File: config.mk
export PLATFORM = sky130hd
export DESIGN_NAME = sorted_keyed_table_upsert
export DESIGN_NICKNAME = d
export VERILOG_FILES = /design/src/hdl/skt_pkg.sv /design/src/hdl/skt_ctrl.sv /design/src/hdl/skt_datapath.sv /design/src/hdl/sorted_keyed_table_upsert.sv
export VERILOG_INCLUDE_DIRS = /design/src /design/src/hdl
export SDC_FILE = /design/constraint.sdc
export NUM_CORES = 2
export LEC_CHECK = 0
export BUFFER_PORTS_ARGS = -buffer_cell sky130_fd_sc_hd__clkbuf_2
export CAP_MARGIN = 0
export CELL_PAD_IN_SITES_DETAIL_PLACEMENT = 1
export CELL_PAD_IN_SITES_GLOBAL_PLACEMENT = 1
export CORE_MARGIN = 3
export CORE_UTILIZATION = 35
export CTS_BUF_LIST = sky130_fd_sc_hd__clkbuf_16
export DETAILED_ROUTE_END_ITERATION = 10
export GPL_TIMING_DRIVEN = 0
export PLACE_DENSITY_LB_ADDON = 0.15
export RECOVER_POWER = 100
export SETUP_SLACK_MARGIN = 0.5
export SLEW_MARGIN = 20
export SYNTH_ARGS = -nofsm -noshare
export SYNTH_HDL_FRONTEND = slang
export SYNTH_SLANG_ARGS = --single-unit
File: constraint.sdc
create_clock -name clk -period 5.8 [get_ports clk]
set_clock_uncertainty 0.15 [all_clocks]
set_input_delay 1.16 -clock clk [delete_from_list [all_inputs] [get_ports clk]]
set_output_delay 1.16 -clock clk [all_outputs]
set_load 0.05 [all_outputs]
File: src/hdl/assert_macros.svh
// Assertion macros shared by the RTL
`ifndef ASSERT_MACROS_SVH
`define ASSERT_MACROS_SVH

`ifndef NO_ASSERTIONS

`define SKT_ASSERT_IMP(lbl, clk, rst_n, ante, cons) \
	lbl: assert property (@(posedge clk) disable iff (!(rst_n)) (ante) |-> (cons)) \
		else $error("assertion failed");

`define SKT_ASSERT_NXT(lbl, clk, rst_n, ante, cons) \
	lbl: assert property (@(posedge clk) disable iff (!(rst_n)) (ante) |=> (cons)) \
		else $error("assertion failed");

`else

`define SKT_ASSERT_IMP(lbl, clk, rst_n, ante, cons)

`define SKT_ASSERT_NXT(lbl, clk, rst_n, ante, cons)

`endif

`endif

File: src/hdl/skt_pkg.sv
package skt_pkg;

	localparam int CAPACITY   = 16;
	localparam int KEY_BITS   = 16;
	localparam int VALUE_BITS = 32;

	localparam int IDX_W = (CAPACITY > 1) ? $clog2(CAPACITY) : 1;
	localparam int CNT_W = $clog2(CAPACITY + 1);

	localparam logic CMD_INSERT = 1'b0;
	localparam logic CMD_REMOVE = 1'b1;

	typedef enum logic [2:0] {
		ST_INSERTED = 3'd0,
		ST_UPDATED  = 3'd1,
		ST_REMOVED  = 3'd2,
		ST_EMPTY    = 3'd3,
		ST_FULL     = 3'd4
	} status_t;

	typedef struct packed {
		logic               command;
		logic [15:0]        key;
		logic signed [31:0] value;
	} req_t;

	typedef struct packed {
		status_t            status;
		logic [15:0]        entry_key;
		logic signed [31:0] entry_value;
		logic [4:0]         entry_count;
	} rsp_t;

	typedef struct packed {
		logic load;
		logic exec;
	} ctrl_cmd_t;

endpackage

File: src/hdl/skt_ctrl.sv
`include "assert_macros.svh"

module skt_ctrl (
	input  logic              clk,
	input  logic              arst_n,
	input  logic              req_valid,
	output logic              req_stall,
	output logic              rsp_valid,
	input  logic              rsp_stall,
	output skt_pkg::ctrl_cmd_t cmd
);
	import skt_pkg::*;

	typedef enum logic {
		S_IDLE,
		S_HOLD
	} state_t;

	state_t state_q;
	logic   rsp_valid_q;
	logic   out_free;
	logic   accept;

	assign out_free  = !rsp_valid_q || !rsp_stall;
	assign cmd.exec  = (state_q == S_HOLD) && out_free;
	assign req_stall = (state_q == S_HOLD) && !cmd.exec;
	assign accept    = req_valid && !req_stall;
	assign cmd.load  = accept;
	assign rsp_valid = rsp_valid_q;

	always_ff @(posedge clk or negedge arst_n) begin
		if (!arst_n) begin
			state_q     <= S_IDLE;
			rsp_valid_q <= 1'b0;
		end else begin
			unique case (state_q)
				S_IDLE: begin
					if (accept) begin
						state_q <= S_HOLD;
					end
				end
				S_HOLD: begin
					if (cmd.exec && !accept) begin
						state_q <= S_IDLE;
					end
				end
				default: begin
					state_q <= S_IDLE;
				end
			endcase
			if (cmd.exec) begin
				rsp_valid_q <= 1'b1;
			end else if (!rsp_stall) begin
				rsp_valid_q <= 1'b0;
			end
		end
	end

	`SKT_ASSERT_NXT(a_accept_holds, clk, arst_n, accept, state_q == S_HOLD)
	`SKT_ASSERT_NXT(a_exec_drains, clk, arst_n, cmd.exec && !accept, state_q == S_IDLE)
	`SKT_ASSERT_NXT(a_exec_shows, clk, arst_n, cmd.exec, rsp_valid)

endmodule

File: src/hdl/skt_datapath.sv
`include "assert_macros.svh"

module skt_datapath (
	input  logic               clk,
	input  logic               arst_n,
	input  skt_pkg::ctrl_cmd_t cmd,
	input  skt_pkg::req_t      req,
	output skt_pkg::rsp_t      rsp
);
	import skt_pkg::*;

	req_t                        req_q;
	rsp_t                        rsp_q;
	logic [KEY_BITS-1:0]         key_q [CAPACITY];
	logic signed [VALUE_BITS-1:0] val_q [CAPACITY];
	logic [CNT_W-1:0]            count_q;

	logic [KEY_BITS-1:0]          k;
	logic signed [VALUE_BITS-1:0] v;
	logic [CAPACITY-1:0]          lt;
	logic [CAPACITY-1:0]          eq;
	logic [CAPACITY-1:0]          prev_lt;
	logic [CAPACITY-1:0]          ins;
	logic [CAPACITY-1:0]          shf;
	logic [KEY_BITS-1:0]          prev_key [CAPACITY];
	logic signed [VALUE_BITS-1:0] prev_val [CAPACITY];
	logic                         hit;
	logic                         full;
	logic                         empty;
	logic [IDX_W-1:0]             top_idx;
	logic                         do_insert;
	logic                         do_remove;
	logic [CNT_W-1:0]             count_nx;
	rsp_t                         rsp_nx;

	assign k       = KEY_BITS'(req_q.key);
	assign v       = VALUE_BITS'(req_q.value);
	assign full    = (count_q == CNT_W'(CAPACITY));
	assign empty   = (count_q == '0);
	assign top_idx = IDX_W'(count_q - 1'b1);
	assign hit     = |eq;

	always_comb begin
		for (int i = 0; i < CAPACITY; i++) begin
			lt[i] = (CNT_W'(i) < count_q) && (key_q[i] < k);
			eq[i] = (CNT_W'(i) < count_q) && (key_q[i] == k);
		end
		prev_lt[0]  = 1'b1;
		prev_key[0] = k;
		prev_val[0] = v;
		for (int i = 1; i < CAPACITY; i++) begin
			prev_lt[i]  = lt[i-1];
			prev_key[i] = key_q[i-1];
			prev_val[i] = val_q[i-1];
		end
		for (int i = 0; i < CAPACITY; i++) begin
			ins[i] = prev_lt[i] && !lt[i];
			shf[i] = !prev_lt[i] && (CNT_W'(i) <= count_q);
		end
	end

	always_comb begin
		do_insert = 1'b0;
		do_remove = 1'b0;
		count_nx  = count_q;
		rsp_nx    = '0;
		if (req_q.command == CMD_REMOVE) begin
			if (empty) begin
				rsp_nx.status = ST_EMPTY;
			end else begin
				do_remove          = 1'b1;
				count_nx           = count_q - 1'b1;
				rsp_nx.status      = ST_REMOVED;
				rsp_nx.entry_key   = 16'(key_q[top_idx]);
				rsp_nx.entry_value = 32'(val_q[top_idx]);
			end
		end else if (hit) begin
			rsp_nx.status      = ST_UPDATED;
			rsp_nx.entry_key   = 16'(k);
			rsp_nx.entry_value = 32'(v);
		end else if (full) begin
			rsp_nx.status = ST_FULL;
		end else begin
			do_insert          = 1'b1;
			count_nx           = count_q + 1'b1;
			rsp_nx.status      = ST_INSERTED;
			rsp_nx.entry_key   = 16'(k);
			rsp_nx.entry_value = 32'(v);
		end
		rsp_nx.entry_count = 5'(count_nx);
	end

	always_ff @(posedge clk or negedge arst_n) begin
		if (!arst_n) begin
			count_q <= '0;
		end else if (cmd.exec) begin
			count_q <= count_nx;
		end
	end

	always_ff @(posedge clk) begin
		if (cmd.load) begin
			req_q <= req;
		end
		if (cmd.exec) begin
			rsp_q <= rsp_nx;
			for (int i = 0; i < CAPACITY; i++) begin
				if (req_q.command == CMD_INSERT && hit && eq[i]) begin
					val_q[i] <= v;
				end else if (do_insert && ins[i]) begin
					key_q[i] <= k;
					val_q[i] <= v;
				end else if (do_insert && shf[i]) begin
					key_q[i] <= prev_key[i];
					val_q[i] <= prev_val[i];
				end
			end
		end
	end

	assign rsp = rsp_q;

	`SKT_ASSERT_IMP(a_count_range, clk, arst_n, 1'b1, count_q <= CNT_W'(CAPACITY))
	`SKT_ASSERT_NXT(a_remove_count, clk, arst_n, cmd.exec && do_remove,
		count_q == $past(count_q) - 1'b1)
	`SKT_ASSERT_IMP(a_full_reject, clk, arst_n, cmd.exec && rsp_nx.status == ST_FULL,
		count_q == CNT_W'(CAPACITY) && !hit)

endmodule

File: src/hdl/sorted_keyed_table_upsert.sv
// Channel  Handshake             Payload
// req      req_valid/req_stall   req   : command, key, value
// rsp      rsp_valid/rsp_stall   rsp   : status, entry_key, entry_value, entry_count
//
// An item is registered on acceptance and executed once the output register is
// free; the compare-and-shift over the register table is done in the execute
// step, so sustained rate is one item per cycle while the result is not stalled.
// arst_n clears the entry count and handshake state; the table needs no clearing.
// A stalled result holds the output register and, in turn, the held item.
module sorted_keyed_table_upsert (
	input  logic          clk,
	input  logic          arst_n,
	input  logic          req_valid,
	output logic          req_stall,
	input  skt_pkg::req_t req,
	output logic          rsp_valid,
	input  logic          rsp_stall,
	output skt_pkg::rsp_t rsp
);
	import skt_pkg::*;

	ctrl_cmd_t cmd;

	skt_ctrl u_ctrl (
		.clk       (clk),
		.arst_n    (arst_n),
		.req_valid (req_valid),
		.req_stall (req_stall),
		.rsp_valid (rsp_valid),
		.rsp_stall (rsp_stall),
		.cmd       (cmd)
	);

	skt_datapath u_datapath (
		.clk    (clk),
		.arst_n (arst_n),
		.cmd    (cmd),
		.req    (req),
		.rsp    (rsp)
	);

endmodule
==> impl.org <==
** Run status
- The run finished, with violations left.
- The final reports fail on capacitance limit, slew limit.

** Power
- Cell Pwr Density :: 445.2 nW/µm²
- The design draws 25.30 mW.
- Leakage Power :: 19.87 nW
- Max rail drop VDD :: 264.4 µV

** Floorplan
- Vertical die dimension :: 379.0 µm
- The die covers 143600 µm².
- The initial utilization of the core area, before any placement, comes to 0.3533.
- For this design the top-level I/O count stands at 111.
- The region available for standard cell placement spans 137800 µm².
- Std cell rows :: 136
- Width of the chip :: 379.0 µm

** Setup path
- Maximum fanout along the worst path :: 10
- STA puts the critical path data required time at 6.09 ns.
- The startpoint identified for the worst register-to-register timing path is u_datapath.k[12]$_DFFE_PP_.
- On the critical path, the stage with the largest delay is an instance of sky130_fd_sc_hd__nor3_1.
- Register-to-register setup slack :: 0.26 ns
- Data on the critical path arrives at its endpoint at 5.83 ns.
- The most numerous cell type found on the critical path is sky130_fd_sc_hd__buf_4.
- WS Path Type :: reg -> reg
- On the worst path, the slowest cell contributes a delay of 0.68 ns.
- Critical path, cell by cell :: buf_2, clkinvlp_2, buf_4, buf_4, buf_4, ha_1, nand4_1, nor3_1, a22oi_1, nand4_1, nor4b_1, nand4bb_1, buf_4, clkbuf_1, mux2_2
- STA classifies the critical path startpoint as a flop.
- Sort of element at the end of the critical path :: flop
- For the worst flop-to-flop path, the logic depth is 15.
- Worst R2R End :: u_datapath.key_q[13][13]$_DFFE_PP_

** Layout
- Post-Layout Inst Area :: 56830 µm²
- The filler cells instantiated in the layout total 14010.
- Share of final-layout standard cells stronger than drive strength 1 :: 0.3246
- Compared with the post-synthesis result, the final layout area differs by 16.70%.
- Measured on the finished design, the core utilization comes to 0.4123.
- Final #Nets :: 3956
- In the final layout, the multi-input gates occupy 21330 µm².
- The sequential cells in the finished layout cover a total of 26390 µm².
- Post-layout instance count excluding filler cells :: 5531

** Clock network
- The H-tree was split into 3 levels.
- CTS root buffer :: sky130_fd_sc_hd__clkbuf_16
- TritonCTS built the clock tree.
- Clock net sink count :: 880
- Clock latency on the worst-skew pair, taken at its later pin, is 0.73 ns.
- Clock-pin slew was measured on the worst setup and hold paths at 0.06 ns.
- Counting the buffers created by CTS gives 105.
- The longest clock path from root to sink contains 3 buffers.

** STA
- The number of failing hold endpoints at the final stage was 0.
- Hold slack final :: 0.3397 ns
- Maximum clock frequency :: 180.5 MHz
- Final slew viol count :: 72
- Final count of negative-setup-slack endpoints :: 0
- For the final routed database, the setup TNS stands at 0 ns.
- At the pin with the least slew margin, the transition time is 2.755 ns.
- Unrepaired setup endpoints after global routing :: true
- Counting I/O delays and the setup requirement, the final critical path takes 5.542 ns.
- Slew Limit Headroom :: -0.8365
- Of the available clock period, the critical path in the final layout requires 0.9555.
- Setup slack closes at 0.2583 ns.

** Route
- Wires add up to 183.0 mm.
- Starting DRT DRC Count :: 3156
- Drc violations :: 0
- Detailed routing inserted a total of 32530 vias.
- Residual antenna-violating net count after detailed routing :: 0
- Router iterations before antenna repair :: 5
- Dividing the detail-routed wire length by the instance count gives 33.08 µm.
- Vias per std cell :: 5.881

** Global route
- For this run, the total global-route usage over all layers was measured as 0.2525.
- The number of global-route vias before repair came to 33940.
- Grt ovf :: 0
- The number of antenna violations at the first check in global routing came to 12.
- Maximum number of pins on one net before global-route repair :: 31
- Global-route wire length before repair :: 257.3 mm

** Synthesis
- Cell accounting for the most synthesized area :: sky130_fd_sc_hd__edfxtp_1
- The share of synthesized area in the top cell type comes to 0.5383.
- Netlist cell types :: 67
- Ranked by instance count, the synthesized netlist is headed by sky130_fd_sc_hd__edfxtp_1 (873), sky130_fd_sc_hd__mux2_2 (584), sky130_fd_sc_hd__ha_1 (261), sky130_fd_sc_hd__nand2_1 (249), sky130_fd_sc_hd__mux4_2 (192).
- Sorting the synthesized cells by area gives the leading types as sky130_fd_sc_hd__edfxtp_1 (54%), sky130_fd_sc_hd__mux2_2 (14%), sky130_fd_sc_hd__mux4_2 (8.9%).
- Number of enable-type register cells in the synthesized netlist :: 873
- Fraction of registers with async set/reset :: 0.007955
- FF+latch count, synth :: 880
- Post-synth net total :: 3599
- Cells after Synth :: 3285
- Yosys printed 0 warnings.
- Among all flip-flop cells after synthesis, the most frequent one is sky130_fd_sc_hd__edfxtp_1.
- Total standard cell area after synthesis :: 48700 µm²
- Mean post-synth cell area :: 14.82 µm²
- Most used standard cell by instance count after synthesis :: sky130_fd_sc_hd__edfxtp_1
- Share of the yosys chip area belonging to registers :: 0.5419

** Placed design
- Placed cell count :: 5246
- Post-DP Area :: 52910 µm²
- The HPWL after detailed placement is 134.3 mm.
- Setup slack at placement :: -1.430 ns
- Total of buffers placed on input and output ports :: 110
- The congestion estimate from routability-driven global placement came to 0.9686.

** Flow run
- Number of max-capacitance violations reported :: 3

** Min path
- The min-delay analysis places its worst path in the category in -> async.
## kinds of logic (layout without fill, tap and decap cells)
| family | Yosys count | count (layout) | synth area share |
|---|---|---|---|
| multiplexers | 916 | 916 | 0.2562 |
| AO/OA/AOI/OAI | 333 | 333 | 0.04668 |
| XOR/XNOR | 4 | 4 | 0.0007195 |
| flip-flops | 880 | 880 | 0.5419 |
| AND/OR/NAND/NOR | 609 | 609 | 0.06246 |
| adder cells (fa/ha/maj) | 261 | 261 | 0.06706 |
| buffers and inverters | 282 | 725 | 0.02497 |
| other | 0 | 9 | 0 |
## how the worst max path moves through the flow
stage,start,to,slack (ns),depth (start not counted)
2_1_floorplan,rsp_stall,u_datapath.val_q[0][0]$_DFFE_PP_,0.46,8
3_3_place_gp,u_datapath.k[14]$_DFFE_PP_,u_datapath.val_q[13][19]$_DFFE_PP_,-4.28,13
3_5_place_dp,u_datapath.k[13]$_DFFE_PP_,u_datapath.val_q[14][18]$_DFFE_PP_,-1.43,15
4_1_cts,u_datapath.k[4]$_DFFE_PP_,u_datapath.val_q[15][21]$_DFFE_PP_,0.51,16
5_1_grt,u_datapath.k[12]$_DFFE_PP_,u_datapath.key_q[12][0]$_DFFE_PP_,0.25,17
6_report,u_datapath.k[12]$_DFFE_PP_,u_datapath.key_q[13][13]$_DFFE_PP_,0.26,15
## layout make-up
| type | instances | share of cell area |
|---|---|---|
| Sequential cell | 880 | 0.4644 |
| Inverter | 54 | 0.004623 |
| Multi-Input combinational cell | 2123 | 0.3753 |
| Clock inverter | 88 | 0.01284 |
| Buffer | 228 | 0.01880 |
| Clock buffer | 105 | 0.04623 |
| Antenna cell | 9 | 0.0003963 |
| Timing Repair Buffer | 250 | 0.03796 |
| Tap cell | 1794 | 0.03950 |
## state kept, by name (all words and copies together), names as in the netlist
register / count
u_datapath.k: 16
u_datapath.rsp: 56
u_ctrl.rsp_valid: 1
u_datapath.key_q: 256
u_ctrl.state_q: 1
u_datapath.val_q: 512
u_datapath.count_q: 5
u_datapath.req_q: 1
u_datapath.v: 32
## power breakdown
| group | switching (mW) | leakage [nW] | internal (mW) | total, mW |
|---|---|---|---|---|
| Clock | 2.88 | 1.70 | 3.70 | 6.58 |
| Sequential | 0.393 | 8.13 | 7.95 | 8.34 |
| Combinational | 6.56 | 10.0 | 3.82 | 10.4 |
| Total | 9.83 | 19.9 | 15.5 | 25.3 |
## per-layer routing
layer,GRT usage,vias up,share of wire
met4,0.07609,2,0.031
met2,0.4162,1090,0.47
met1,0.3411,17330,0.43
li1,-,13860,-
met5,0,-,0.00011
met3,0.04198,242,0.060
## layout by cell type (no fill, tap or decap), types with 50 or more instances in the layout
| master | Yosys | routed |
|---|---|---|
| sky130_fd_sc_hd__inv_1 | 54 | 56 |
| sky130_fd_sc_hd__nand3b_1 | 50 | 50 |
| sky130_fd_sc_hd__clkbuf_16 | 0 | 105 |
| sky130_fd_sc_hd__buf_4 | 3 | 64 |
| sky130_fd_sc_hd__edfxtp_1 | 873 | 873 |
| sky130_fd_sc_hd__mux2_2 | 584 | 559 |
| sky130_fd_sc_hd__ha_1 | 261 | 261 |
| sky130_fd_sc_hd__mux4_2 | 192 | 192 |
| sky130_fd_sc_hd__clkbuf_1 | 120 | 206 |
| sky130_fd_sc_hd__nand2_1 | 249 | 248 |
| sky130_fd_sc_hd__mux2_1 | 139 | 164 |
| sky130_fd_sc_hd__clkbuf_2 | 0 | 87 |
| sky130_fd_sc_hd__nand3_1 | 74 | 77 |
| sky130_fd_sc_hd__a21oi_1 | 107 | 104 |
| sky130_fd_sc_hd__nand4_1 | 74 | 74 |
## critical path: cells and delay by family, from the launching register on
family / cells / cell delay, ns
adders and majority gates: 1 / 0.31
AOI/OAI and AO/OA: 1 / 0.21
muxes: 1 / 0.41
buffers and inverters: 7 / 2.21
DFF: 1 / 0.42
and+or+nand+nor: 5 / 1.51
## repair_timing
action | in CTS | in global routing
pin swaps | 8 | 1
setup buffers | 77 | 5
gates cloned | 0 | 0
gates resized for setup | 60 | 34
hold buffers | 0 | 0
setup endpoints to repair | 1544 | 630
No activity file was read; power rests on OpenSTA's default activity.
